===== src/bact_pkg.sv =====
`timescale 1ns / 1ps
`default_nettype none
package bact_pkg;

    // Character codes
    localparam logic [7:0] CH_LPAREN = 8'h28;
    localparam logic [7:0] CH_RPAREN = 8'h29;
    localparam logic [7:0] CH_LBRACE = 8'h7B;
    localparam logic [7:0] CH_RBRACE = 8'h7D;
    localparam logic [7:0] CH_LBRACK = 8'h5B;
    localparam logic [7:0] CH_RBRACK = 8'h5D;
    localparam logic [7:0] CH_QUOTE  = 8'h22;
    localparam logic [7:0] CH_SPACE  = 8'h20;
    localparam logic [7:0] CH_TAB    = 8'h09;
    localparam logic [7:0] CH_NL     = 8'h0A;

    // Scope codes kept on the stack
    typedef logic [1:0] scope_code_t;
    localparam scope_code_t SC_PAREN = 2'd0;
    localparam scope_code_t SC_BRACE = 2'd1;
    localparam scope_code_t SC_BRACK = 2'd2;
    localparam scope_code_t SC_NONE  = 2'd3;

    // Line status codes
    typedef logic [2:0] status_t;
    localparam status_t STAT_OK       = 3'd0;
    localparam status_t STAT_MISMATCH = 3'd1;
    localparam status_t STAT_UNCLOSED = 3'd2;
    localparam status_t STAT_TOO_LONG = 3'd3;
    localparam status_t STAT_OVERFLOW = 3'd4;

    // Result item kinds
    localparam logic KIND_TOKEN  = 1'b0;
    localparam logic KIND_STATUS = 1'b1;

    typedef enum logic [2:0] {
        TK_IDLE,
        TK_PROC,
        TK_TRIM,
        TK_TOKEN,
        TK_STATUS
    } tok_state_t;

    typedef enum logic [1:0] {
        TR_IDLE,
        TR_REQ,
        TR_EVAL,
        TR_DONE
    } trim_state_t;

    typedef enum logic [2:0] {
        STEP_OPEN0,
        STEP_OPEN1,
        STEP_OPEN2,
        STEP_LSEP,
        STEP_TSEP,
        STEP_QUOTE
    } trim_step_t;

    function automatic logic is_sep(input logic [7:0] c);
        return (c == CH_SPACE) || (c == CH_TAB) || (c == CH_NL);
    endfunction

    function automatic scope_code_t opener_code(input logic [7:0] c);
        scope_code_t code;
        case (c)
            CH_LPAREN: code = SC_PAREN;
            CH_LBRACE: code = SC_BRACE;
            CH_LBRACK: code = SC_BRACK;
            default:   code = SC_NONE;
        endcase
        return code;
    endfunction

    function automatic scope_code_t closer_code(input logic [7:0] c);
        scope_code_t code;
        case (c)
            CH_RPAREN: code = SC_PAREN;
            CH_RBRACE: code = SC_BRACE;
            CH_RBRACK: code = SC_BRACK;
            default:   code = SC_NONE;
        endcase
        return code;
    endfunction

    // Opener checked at each of the three leading-bracket steps
    function automatic logic [7:0] step_opener(input trim_step_t step);
        logic [7:0] c;
        case (step)
            STEP_OPEN0: c = CH_LPAREN;
            STEP_OPEN1: c = CH_LBRACE;
            default:    c = CH_LBRACK;
        endcase
        return c;
    endfunction

endpackage
`default_nettype wire


===== src/bact_ram.sv =====
`timescale 1ns / 1ps
`default_nettype none
module bact_ram #(
    parameter int WIDTH = 8,
    parameter int DEPTH = 256
) (
    input  wire logic                     clk,
    input  wire logic                     we,
    input  wire logic [$clog2(DEPTH)-1:0] waddr,
    input  wire logic [WIDTH-1:0]         wdata,
    input  wire logic [$clog2(DEPTH)-1:0] raddr,
    output logic      [WIDTH-1:0]         rdata
);

    logic [WIDTH-1:0] mem [DEPTH];
    logic [WIDTH-1:0] rdata_reg;

    // Write port and registered read port
    always_ff @(posedge clk)
    begin
        if (we)
        begin
            mem[waddr] <= wdata;
        end
        rdata_reg <= mem[raddr];
    end

    assign rdata = rdata_reg;

endmodule
`default_nettype wire


===== src/bact_trim.sv =====
`timescale 1ns / 1ps
`default_nettype none
module bact_trim #(
    parameter int LINE_MAX = 256
) (
    input  wire logic                          clk,
    input  wire logic                          rst_n,
    input  wire logic                          start,
    input  wire logic [$clog2(LINE_MAX+1)-1:0] start_pos,
    input  wire logic [$clog2(LINE_MAX+1)-1:0] start_len,
    output logic      [$clog2(LINE_MAX)-1:0]   rd_addr,
    input  wire logic [7:0]                    rd_data,
    output logic                               done,
    output logic      [$clog2(LINE_MAX+1)-1:0] res_pos,
    output logic      [$clog2(LINE_MAX+1)-1:0] res_len
);
    import bact_pkg::*;

    localparam int PW = $clog2(LINE_MAX + 1);
    localparam int AW = $clog2(LINE_MAX);

    trim_state_t       state_reg, state_next;
    trim_step_t        step_reg, step_next;
    logic              changed_reg, changed_next;
    logic [PW-1:0]     s_reg, s_next;
    logic [PW-1:0]     n_reg, n_next;
    logic [PW-1:0]     last_pos;
    logic [PW-1:0]     n_m1;
    logic [PW-1:0]     n_m2;

    // Control registers
    always_ff @(posedge clk or negedge rst_n)
    begin
        if (!rst_n)
        begin
            state_reg   <= TR_IDLE;
            step_reg    <= STEP_OPEN0;
            changed_reg <= 1'b0;
        end
        else
        begin
            state_reg   <= state_next;
            step_reg    <= step_next;
            changed_reg <= changed_next;
        end
    end

    // Span registers
    always_ff @(posedge clk)
    begin
        s_reg <= s_next;
        n_reg <= n_next;
    end

    assign last_pos = s_reg + n_reg - PW'(1);
    assign n_m1     = n_reg - PW'(1);
    assign n_m2     = (n_m1 != '0) ? n_reg - PW'(2) : '0;

    // Read the front character, or the back one for the trailing check
    assign rd_addr = (step_reg == STEP_TSEP) ? last_pos[AW-1:0] : s_reg[AW-1:0];

    // Step through the checks, one line store read per check
    always_comb
    begin
        state_next   = state_reg;
        step_next    = step_reg;
        changed_next = changed_reg;
        s_next       = s_reg;
        n_next       = n_reg;
        case (state_reg)
            TR_IDLE:
            begin
                if (start)
                begin
                    s_next       = start_pos;
                    n_next       = start_len;
                    step_next    = STEP_OPEN0;
                    changed_next = 1'b1;
                    state_next   = TR_REQ;
                end
            end
            TR_REQ:
            begin
                if (n_reg == '0)
                begin
                    state_next = TR_DONE;
                end
                else if (step_reg == STEP_OPEN0 && !changed_reg)
                begin
                    state_next = TR_DONE;
                end
                else
                begin
                    if (step_reg == STEP_OPEN0)
                    begin
                        changed_next = 1'b0;
                    end
                    state_next = TR_EVAL;
                end
            end
            TR_EVAL:
            begin
                state_next = TR_REQ;
                case (step_reg)
                    STEP_OPEN0, STEP_OPEN1, STEP_OPEN2:
                    begin
                        if (rd_data == step_opener(step_reg))
                        begin
                            s_next       = s_reg + PW'(1);
                            n_next       = n_m2;
                            changed_next = 1'b1;
                        end
                        case (step_reg)
                            STEP_OPEN0: step_next = STEP_OPEN1;
                            STEP_OPEN1: step_next = STEP_OPEN2;
                            default:    step_next = STEP_LSEP;
                        endcase
                    end
                    STEP_LSEP:
                    begin
                        if (is_sep(rd_data))
                        begin
                            s_next       = s_reg + PW'(1);
                            n_next       = n_m1;
                            changed_next = 1'b1;
                        end
                        step_next = STEP_TSEP;
                    end
                    STEP_TSEP:
                    begin
                        if (is_sep(rd_data))
                        begin
                            n_next       = n_m1;
                            changed_next = 1'b1;
                        end
                        step_next = STEP_QUOTE;
                    end
                    STEP_QUOTE:
                    begin
                        if (rd_data == CH_QUOTE)
                        begin
                            s_next     = s_reg + PW'(1);
                            n_next     = n_m2;
                            state_next = TR_DONE;
                        end
                        else
                        begin
                            step_next = STEP_OPEN0;
                        end
                    end
                    default:
                    begin
                        state_next = TR_DONE;
                    end
                endcase
            end
            TR_DONE:
            begin
                state_next = TR_IDLE;
            end
            default:
            begin
                state_next = TR_IDLE;
            end
        endcase
    end

    assign done    = (state_reg == TR_DONE);
    assign res_pos = s_reg;
    assign res_len = n_reg;

endmodule
`default_nettype wire


===== src/bracket_aware_command_tokenizer.sv =====
// Command-line tokenizer with quote and bracket awareness.
// Input channel (in_valid/in_ready) carries one byte of the line per item,
// with end_of_line set on its last byte. Output channel (out_valid/out_ready)
// carries token spans (item_kind 0: token_start, token_length) and, once per
// line, a status item (item_kind 1, status_code, final_item set).
// An ordinary byte is handled by reading the top of the scope stack memory
// and then updating the line state. A byte that closes a token adds the
// trim: a line store read and an evaluation per check (one line store read
// each), up to six checks per pass, before the item is handed over.
// The end of a line adds a status item.
// The line bytes sit in a LINE_MAX-byte memory and the scope stack in a
// SCOPE_DEPTH-entry memory; neither is cleared, and no entry is read before
// it is written on the same line. Reset clears the line state and the output
// register; the block takes a byte right after reset.
// A stalled receiver holds the result in the output register; the next byte
// is still accepted, and the block waits only when it has another result
// to hand over.
`timescale 1ns / 1ps
`default_nettype none
module bracket_aware_command_tokenizer #(
    parameter int LINE_MAX    = 256,
    parameter int SCOPE_DEPTH = 16
) (
    input  wire logic        clk,
    input  wire logic        rst_n,
    input  wire logic        in_valid,
    output logic             in_ready,
    input  wire logic [7:0]  in_char,
    input  wire logic        end_of_line,
    output logic             out_valid,
    input  wire logic        out_ready,
    output logic             item_kind,
    output logic [7:0]       token_start,
    output logic [8:0]       token_length,
    output logic [2:0]       status_code,
    output logic             final_item
);
    import bact_pkg::*;

    localparam int PW  = $clog2(LINE_MAX + 1);
    localparam int AW  = $clog2(LINE_MAX);
    localparam int DW  = $clog2(SCOPE_DEPTH + 1);
    localparam int SAW = $clog2(SCOPE_DEPTH);
    localparam logic [PW-1:0] LINE_LIMIT  = PW'(LINE_MAX);
    localparam logic [DW-1:0] SCOPE_LIMIT = DW'(SCOPE_DEPTH);

    tok_state_t      state_reg, state_next;
    logic [PW-1:0]   pos_reg, pos_next;
    logic [PW-1:0]   pts_reg, pts_next;
    logic            quote_reg, quote_next;
    logic [DW-1:0]   depth_reg, depth_next;
    status_t         err_reg, err_next;
    logic [7:0]      char_reg, char_next;
    logic            eol_reg, eol_next;

    logic            out_valid_reg, out_valid_next;
    logic            kind_reg, kind_next;
    logic [7:0]      start_reg, start_next;
    logic [8:0]      len_reg, len_next;
    status_t         status_reg, status_next;
    logic            final_reg, final_next;

    logic            line_we;
    logic [AW-1:0]   line_raddr;
    logic [7:0]      line_rdata;
    logic            stack_we;
    logic [SAW-1:0]  stack_waddr;
    scope_code_t     stack_wdata;
    logic [SAW-1:0]  stack_raddr;
    scope_code_t     stack_rdata;
    logic [DW-1:0]   depth_m1;

    logic            trim_start;
    logic [PW-1:0]   tok_pos;
    logic [PW-1:0]   tok_len;
    logic            trim_done;
    logic [PW-1:0]   trim_pos;
    logic [PW-1:0]   trim_len;

    logic            out_free;
    logic            sep;
    scope_code_t     oc;
    scope_code_t     cc;

    // Line byte store
    bact_ram #(
        .WIDTH (8),
        .DEPTH (LINE_MAX)
    ) u_line_ram (
        .clk   (clk),
        .we    (line_we),
        .waddr (pos_reg[AW-1:0]),
        .wdata (in_char),
        .raddr (line_raddr),
        .rdata (line_rdata)
    );

    // Scope stack store
    bact_ram #(
        .WIDTH (2),
        .DEPTH (SCOPE_DEPTH)
    ) u_stack_ram (
        .clk   (clk),
        .we    (stack_we),
        .waddr (stack_waddr),
        .wdata (stack_wdata),
        .raddr (stack_raddr),
        .rdata (stack_rdata)
    );

    // Token trim sequencer
    bact_trim #(
        .LINE_MAX (LINE_MAX)
    ) u_trim (
        .clk       (clk),
        .rst_n     (rst_n),
        .start     (trim_start),
        .start_pos (tok_pos),
        .start_len (tok_len),
        .rd_addr   (line_raddr),
        .rd_data   (line_rdata),
        .done      (trim_done),
        .res_pos   (trim_pos),
        .res_len   (trim_len)
    );

    // Control and line state registers
    always_ff @(posedge clk or negedge rst_n)
    begin
        if (!rst_n)
        begin
            state_reg     <= TK_IDLE;
            pos_reg       <= '0;
            pts_reg       <= '0;
            quote_reg     <= 1'b0;
            depth_reg     <= '0;
            err_reg       <= STAT_OK;
            out_valid_reg <= 1'b0;
        end
        else
        begin
            state_reg     <= state_next;
            pos_reg       <= pos_next;
            pts_reg       <= pts_next;
            quote_reg     <= quote_next;
            depth_reg     <= depth_next;
            err_reg       <= err_next;
            out_valid_reg <= out_valid_next;
        end
    end

    // Payload registers
    always_ff @(posedge clk)
    begin
        char_reg   <= char_next;
        eol_reg    <= eol_next;
        kind_reg   <= kind_next;
        start_reg  <= start_next;
        len_reg    <= len_next;
        status_reg <= status_next;
        final_reg  <= final_next;
    end

    // Read the stack top while waiting for a byte
    assign depth_m1    = depth_reg - DW'(1);
    assign stack_raddr = depth_m1[SAW-1:0];
    assign stack_waddr = depth_reg[SAW-1:0];

    assign out_free = !out_valid_reg || out_ready;
    assign sep      = is_sep(char_reg);
    assign oc       = opener_code(char_reg);
    assign cc       = closer_code(char_reg);

    // Next state, line update and result loading
    always_comb
    begin
        state_next     = state_reg;
        pos_next       = pos_reg;
        pts_next       = pts_reg;
        quote_next     = quote_reg;
        depth_next     = depth_reg;
        err_next       = err_reg;
        char_next      = char_reg;
        eol_next       = eol_reg;
        out_valid_next = out_valid_reg && !out_ready;
        kind_next      = kind_reg;
        start_next     = start_reg;
        len_next       = len_reg;
        status_next    = status_reg;
        final_next     = final_reg;
        in_ready       = 1'b0;
        line_we        = 1'b0;
        stack_we       = 1'b0;
        stack_wdata    = oc;
        trim_start     = 1'b0;
        tok_pos        = pts_reg;
        tok_len        = pos_reg - pts_reg;
        case (state_reg)
            TK_IDLE:
            begin
                in_ready = 1'b1;
                if (in_valid)
                begin
                    char_next  = in_char;
                    eol_next   = end_of_line;
                    line_we    = (pos_reg < LINE_LIMIT);
                    state_next = TK_PROC;
                end
            end
            TK_PROC:
            begin
                if (pos_reg < LINE_LIMIT)
                begin
                    pos_next = pos_reg + PW'(1);
                    if (sep && pts_reg == pos_reg)
                    begin
                        // skip a separator at the token start
                        pts_next = pos_reg + PW'(1);
                    end
                    else if (sep && !quote_reg && depth_reg == '0)
                    begin
                        // close the token before this separator
                        trim_start = 1'b1;
                        tok_pos    = pts_reg;
                        tok_len    = pos_reg - pts_reg;
                        pts_next   = pos_reg + PW'(1);
                    end
                    else if (char_reg == CH_QUOTE)
                    begin
                        quote_next = !quote_reg;
                    end
                    else if (!quote_reg)
                    begin
                        if (oc != SC_NONE)
                        begin
                            if (depth_reg < SCOPE_LIMIT)
                            begin
                                stack_we   = 1'b1;
                                depth_next = depth_reg + DW'(1);
                            end
                            else if (err_reg == STAT_OK)
                            begin
                                err_next = STAT_OVERFLOW;
                            end
                        end
                        else if (cc != SC_NONE)
                        begin
                            if (depth_reg == '0 || stack_rdata != cc)
                            begin
                                if (err_reg == STAT_OK)
                                begin
                                    err_next = STAT_MISMATCH;
                                end
                            end
                            else
                            begin
                                depth_next = depth_m1;
                            end
                        end
                    end
                end
                else if (err_reg == STAT_OK)
                begin
                    err_next = STAT_TOO_LONG;
                end
                // final token of the line
                if (!trim_start && eol_reg && pts_next < pos_next)
                begin
                    trim_start = 1'b1;
                    tok_pos    = pts_next;
                    tok_len    = pos_next - pts_next;
                end
                if (trim_start)
                begin
                    state_next = TK_TRIM;
                end
                else if (eol_reg)
                begin
                    state_next = TK_STATUS;
                end
                else
                begin
                    state_next = TK_IDLE;
                end
            end
            TK_TRIM:
            begin
                if (trim_done)
                begin
                    state_next = TK_TOKEN;
                end
            end
            TK_TOKEN:
            begin
                if (out_free)
                begin
                    out_valid_next = 1'b1;
                    kind_next      = KIND_TOKEN;
                    start_next     = 8'(trim_pos);
                    len_next       = 9'(trim_len);
                    status_next    = STAT_OK;
                    final_next     = 1'b0;
                    state_next     = eol_reg ? TK_STATUS : TK_IDLE;
                end
            end
            TK_STATUS:
            begin
                if (out_free)
                begin
                    out_valid_next = 1'b1;
                    kind_next      = KIND_STATUS;
                    start_next     = '0;
                    len_next       = '0;
                    final_next     = 1'b1;
                    if (err_reg != STAT_OK)
                    begin
                        status_next = err_reg;
                    end
                    else if (quote_reg || depth_reg != '0)
                    begin
                        status_next = STAT_UNCLOSED;
                    end
                    else
                    begin
                        status_next = STAT_OK;
                    end
                    // drop the line state
                    pos_next   = '0;
                    pts_next   = '0;
                    quote_next = 1'b0;
                    depth_next = '0;
                    err_next   = STAT_OK;
                    state_next = TK_IDLE;
                end
            end
            default:
            begin
                state_next = TK_IDLE;
            end
        endcase
    end

    assign out_valid    = out_valid_reg;
    assign item_kind    = kind_reg;
    assign token_start  = start_reg;
    assign token_length = len_reg;
    assign status_code  = status_reg;
    assign final_item   = final_reg;

endmodule
`default_nettype wire

===== config.mk =====
export PLATFORM = sky130hd
export DESIGN_NAME = bracket_aware_command_tokenizer
export DESIGN_NICKNAME = d
export VERILOG_FILES = /design/src/bact_pkg.sv /design/src/bact_ram.sv /design/src/bact_trim.sv /design/src/bracket_aware_command_tokenizer.sv
export SDC_FILE = /design/constraint.sdc
export NUM_CORES = 2
export LEC_CHECK = 0
export ABC_AREA = 1
export ABC_CLOCK_PERIOD_IN_PS = 8700
export BUFFER_PORTS_ARGS = -buffer_cell sky130_fd_sc_hd__buf_2
export CAP_MARGIN = 30
export CORE_ASPECT_RATIO = 1.75
export CORE_MARGIN = 5
export CORE_UTILIZATION = 29
export DETAILED_ROUTE_END_ITERATION = 6
export MAX_ROUTING_LAYER = met4
export PLACE_DENSITY_LB_ADDON = 0.1
export SLEW_MARGIN = 25
export SYNTH_ARGS = -nofsm -noshare
export SYNTH_HDL_FRONTEND = slang
export SYNTH_SLANG_ARGS = --single-unit

===== constraint.sdc =====
create_clock -name clk -period 8.7 [get_ports clk]
set_clock_uncertainty 0.1 [all_clocks]
set_input_delay 2.175 -clock clk [delete_from_list [all_inputs] [get_ports clk]]
set_output_delay 2.175 -clock clk [all_outputs]
set_load 0.02 [all_outputs]

Word-level counts from Yosys, hierarchy flattened
Memories as Yosys holds them, arrays and structs flattened. A register that Yosys moved wholly into a read port is not among the register bits.
Cells that the tools add are included.
- muxes and demuxes: 123
- equality and inequality tests: 66
- add/sub/neg operators: 10
- $lt $le $gt $ge: 3
- reduce and logical (&&, ||, !) cells: 47
- operators with widths (kind ; number):
    $mux W9 ; 21
    $pmux W9 S2 ; 5
    $mux W3 ; 22
    $pmux W9 S3 ; 2
    $mux W5 ; 10
    $eq A8 B6 Y1 const B ; 6
    $mux W8 ; 5
    $mux W1 ; 37
    $eq A8 B4 Y1 const B ; 4
    $eq A8 B7 Y1 const B ; 4
    $ne A2 B2 Y1 const B ; 15
    $ne A3 B3 Y1 const B ; 10
    $add A9 B1 Y9 const B ; 2
    $pmux W3 S2 ; 3
    $reduce_and A6 Y1 ; 3
    $sub A9 B9 Y9 ; 2
    $pmux W8 S2 ; 1
    $pmux W3 S5 ; 1
    $pmux W7 S2 ; 1
    $eq A3 B2 Y1 const B ; 4
    $ne A3 B2 Y1 const B ; 4
    $ne A4 B4 Y1 const B ; 3
    $pmux W2 S3 ; 2
    $pmux W3 S4 ; 1
    other kinds (46) ; 81
- word-level logic and storage cells: 269
- memory bits (writable): 2080
- output and inout port bits: 24
- bits of input ports: 13
- flip-flop bits (word level): 85
- memories: 2
- memory list (name ; words ; bits a word ; rd ports ; clocked after Yosys merged registers in ; wr ports ; RTL line ; source):
    u_line_ram.mem ; 256 ; 8 ; 1 ; 1 ; 1 ; bact_ram.sv:15 ; logic [WIDTH-1:0] mem [DEPTH];
    u_stack_ram.mem ; 16 ; 2 ; 1 ; 1 ; 1 ; bact_ram.sv:15 ;

Longest topological paths before layout
- depth after elaboration: 17
- depth in mapped cells: 24
- mapped depth without buffers: 24

By module
A second synthesis with hierarchy kept.
- cell total of the unflattened synthesis: 8054
- area, all modules: 91659.2 um2
- by module, submodules not included (module ; area an instance (um2) ; instances ; cells each):
    bact_ram at u_line_ram ; 83396.2 ; 1 ; 7003
    bracket_aware_command_tokenizer ; 4391.7 ; 1 ; 574
    bact_trim ; 2339.7 ; 1 ; 318
    bact_ram at u_stack_ram ; 1531.5 ; 1 ; 159

Least setup slack after synthesis
No wires, ideal clock.
- path type: input port to flip-flop
- from: input port in_valid
- to: memory u_line_ram.mem[10][0] (enable)
- buffers on the path: 1
- data required time: 8.230 ns
- path slack: 3.927 ns
- arrival: 4.303 ns
- cell stages on the path: 7
- setup time: 0.370 ns
- cell sequence: inv_1 nor3_1 nand2_1 nor3_1 nand2_1 clkbuf_1 nor2_1
- cells in the longest elaborated chain, start to end: 4
- ends and longest elaborated chain (item ; RTL line ; source):
    from (decl) ; bracket_aware_command_tokenizer.sv:26 ; input wire logic in_valid,
    $mux W1 ; bracket_aware_command_tokenizer.sv:202 ; if (in_valid)
    $mux W1 ; bracket_aware_command_tokenizer.sv:198 ; case (state_reg)
    $mux W1 ; bact_ram.sv:21 ; if (we)
    $mux W1 (implied by the code) ; bact_ram.sv:23 ; mem[waddr] <= wdata;
    to (decl) ; bact_ram.sv:15 ;
Every way passes these cells.

Final worst setup path
- from: register pos_reg[2]
- to: register u_trim.n_reg[8] (netlist: u_trim.res_len[8]) (enable)
- cells in the longest elaborated chain, start to end: 13
- elaborated cells on any way between the ends: 22
- classes of those cells: add/sub (1); order compare (2); eq/ne (2); mux (12); reduce/logical (5)
- ends and longest elaborated chain (item ; RTL line ; source):
    from (decl) ; bracket_aware_command_tokenizer.sv:48 ; logic [PW-1:0] pos_reg, pos_next;
    from (signal assigned) ; bracket_aware_command_tokenizer.sv:143 ; pos_reg <= pos_next;
    branches (longest 8 deep; another with $add A9 B1 Y9) ; - ;
    $mux W1 (*) ; bracket_aware_command_tokenizer.sv:267 ; if (!trim_start && eol_reg && pts_next < pos_next)
    $mux W1 (*) (2 in series) ; bracket_aware_command_tokenizer.sv:198 ;
    $ne A2 B2 Y1 (no source line) (*) ; - ;
    $reduce_and A6 Y1 (no source line) (*) ; - ;
    to (signal assigned) ; bact_trim.sv:52 ; n_reg <= n_next;
    to (decl) ; bact_trim.sv:26 ; logic [PW-1:0] n_reg, n_next;
Mark *: on every way between the ends. The select of a mux whose other input is x is not followed.
A chain may end at the register's enable or synchronous reset.

==> flow_summary.json <==
{
  "status": "finished clean",
  "row_count": 280,
  "fin_cells": 13900,
  "yosysSeqAreaShare": 0.672,
  "synthFlopType": "edfxtp_1",
  "setup_viol": 0,
  "place_ws_ps": 2450,
  "synthArstFlopShare": 0.0170,
  "start_util": 0.291,
  "grt_pass1_vias": 67900,
  "area_growth_pct": 12.2,
  "ys_top_cells_by_count": "nand2_1, edfxtp_1, nand3_1",
  "grt_pass1_wl_um": 478000,
  "drt_iter0_drc": 4191,
  "yosysWarnings": 0,
  "worstMarginPinSlew_ps": 1020,
  "synth_area_per_cell_um2": 10.2,
  "yosysUniqueCellTypes": 48,
  "setup_ws_ps": 2720,
  "clkTransAtPathRegs_ps": 70,
  "synth-seq-cells": 2174,
  "place_hpwl_um": 206000,
  "grt_max_degree": 214,
  "dp_cells": 13500,
  "antenna_found_initial": 11,
  "reg.largest.list": "u_line_ram.mem (2048), u_stack_ram.mem (32)",
  "ios": 37,
  "design.die.area_mm2": 0.346,
  "cellLeakagePower_nw": 43.6,
  "clock_sinks": 2174,
  "cts_hold_buffers": 0,
  "fin_area_mm2": 0.108,
  "syn_nets": 9571,
  "finalPower_mw": 35.0,
  "drc": 0,
  "crit_required_ps": 9100,
  "largest_reg_flops": 2048,
  "synthTopCellsByArea": "edfxtp_1, nand2_1, nand3_1",
  "fp.dieH_um": 774,
  "min_period_over_period": 0.688,
  "synth-edff-count": 2127,
  "registers.top_by_ff_count": "u_line_ram.mem",
  "grt.overflow.total": 0,
  "synth_top_cell_area_share": 0.661,
  "critPathCaptureType": "flop",
  "min_period_ps": 5980,
  "cts_buffers": 214,
  "holdCritPathClass": "flop to flop",
  "routed_wl_um": 337000,
  "fin_setup_tns_ps": 0,
  "first_pass_iters": 6,
  "nNetsFinal": 9433,
  "max-slew-margin-rel": 0.317,
  "viasPerCell": 4.70,
  "port_buffers": 36,
  "cts_tree": "yes",
  "cts-root-buf": "clkbuf_16",
  "cellPowerDensity_mw_per_mm2": 322,
  "yosysMostFrequentCell": "nand2_1",
  "cap_violations": 0,
  "arrival_ps": 6390,
  "syn_inst": 9509,
  "rsz0062_at_grt": "false",
  "maxSlewViolCount": 0,
  "start_kind": "flop",
  "fmax_mhz": 167,
  "grt.total_usage": 0.196,
  "criticalPathCategory": "flop to flop",
  "ctsResizeCount": 0,
  "placed_area_mm2": 0.102,
  "wl_per_cell_um": 24.2,
  "clk_latency_ps": 890,
  "yosys.area.top_type": "edfxtp_1",
  "post_cts_buffers": 0,
  "cp_max_fo": 11,
  "ir_drop_mv": 0.293,
  "hold_viol_final": 0,
  "die_w_um": 447,
  "core_mm2": 0.332,
  "htreeDepth": 4,
  "place_congestion": 0.857,
  "vias": 65400,
  "drive_above_1_share": 0.0546,
  "syn_area_mm2": 0.0967,
  "ant_nets": 0,
  "cts_buffer_depth": 4
}
==> final cells by class <==
type	instances	area [µm²]
fill	34200	224000
clock buffer	250	5590
tap	4371	5470
multi-input combinational	5215	23500
timing repair buffer	152	1570
sequential	2174	65000
antenna	2	5.00
inverter	1614	6070
clock inverter	134	1280
==> logic make-up after synthesis <==
logic type	Yosys count	synth area share
buffers and inverters	2120	0.0870
adders and majority gates	49	0.00657
AOI/OAI and AO/OA	314	0.0186
and+or+nand+nor	4806	0.211
DFF	2174	0.672
xor gates and xnor gates	46	0.00417
==> placed cells by master, fill, tap and decap left out, types with 33 or more instances in the layout <==
master | netlist | layout
o211ai_1 | 54 | 54
clkinv_1 | 2 | 36
xor2_1 | 33 | 33
clkinv_2 | 0 | 48
edfxtp_1 | 2127 | 2127
dfrtp_1 | 37 | 37
buf_4 | 8 | 81
o21ai_0 | 164 | 163
nor2_1 | 373 | 370
ha_1 | 46 | 46
nand3_1 | 1807 | 1798
inv_1 | 1606 | 1605
a21oi_1 | 38 | 38
nand2_1 | 2571 | 2564
clkbuf_16 | 0 | 218
==> where the power goes <==
group | switching (mW) | internal, mW
Combinational | 10.2 | 3.41
Sequential | 0.218 | 11.8
Clock | 4.14 | 5.24
Total | 14.5 | 20.4
==> path summary, 6_finish.rpt <==
check,startpoint,end,slack (ps),cells past startpoint
min,err_reg[0],err_reg[0],400,2
min reg2reg,err_reg[0],err_reg[0],400,2
min in group asynchronous,rst_n,quote_reg,1130,1
max,pos_reg[2],u_trim.res_len[8],2720,19
max reg2reg,pos_reg[2],u_trim.res_len[8],2720,19
max in group asynchronous,rst_n,pos_reg[2],6860,2
==> metrics by stage <==
step	hold WS, ps	utilization
global placement	369	0.306
detailed placement	367	0.306
finish	395	0.327
CTS	387	0.327
global route	431	0.327
floorplan	343	-
==> worst max-delay path: stages (launching register included) <==
cell and delay [ps]:
dfrtp_1 530, ha_1 500, nand4_1 150, nor3_1 410
o21ai_0 180, nor2_1 660, inv_1 320, o21ai_0 450
ha_1 330, nand2_1 90, nor3_1 210, nand3_1 120
and3_1 200, inv_1 80, nand3_1 100, nand2_1 130
nand2_1 160, nand2_1 200, nand2_1 120, nor2_1 590
==> routing by layer <==
layer	vias to the layer above	wire, µm	global-route usage
met4	0	16400	0.0816
met2	1493	183000	0.367
li1	30900	-	-
met1	32400	126000	0.211
met3	570	11400	0.0182
met5	-	0	-
(Power assumes the default switching activity.)
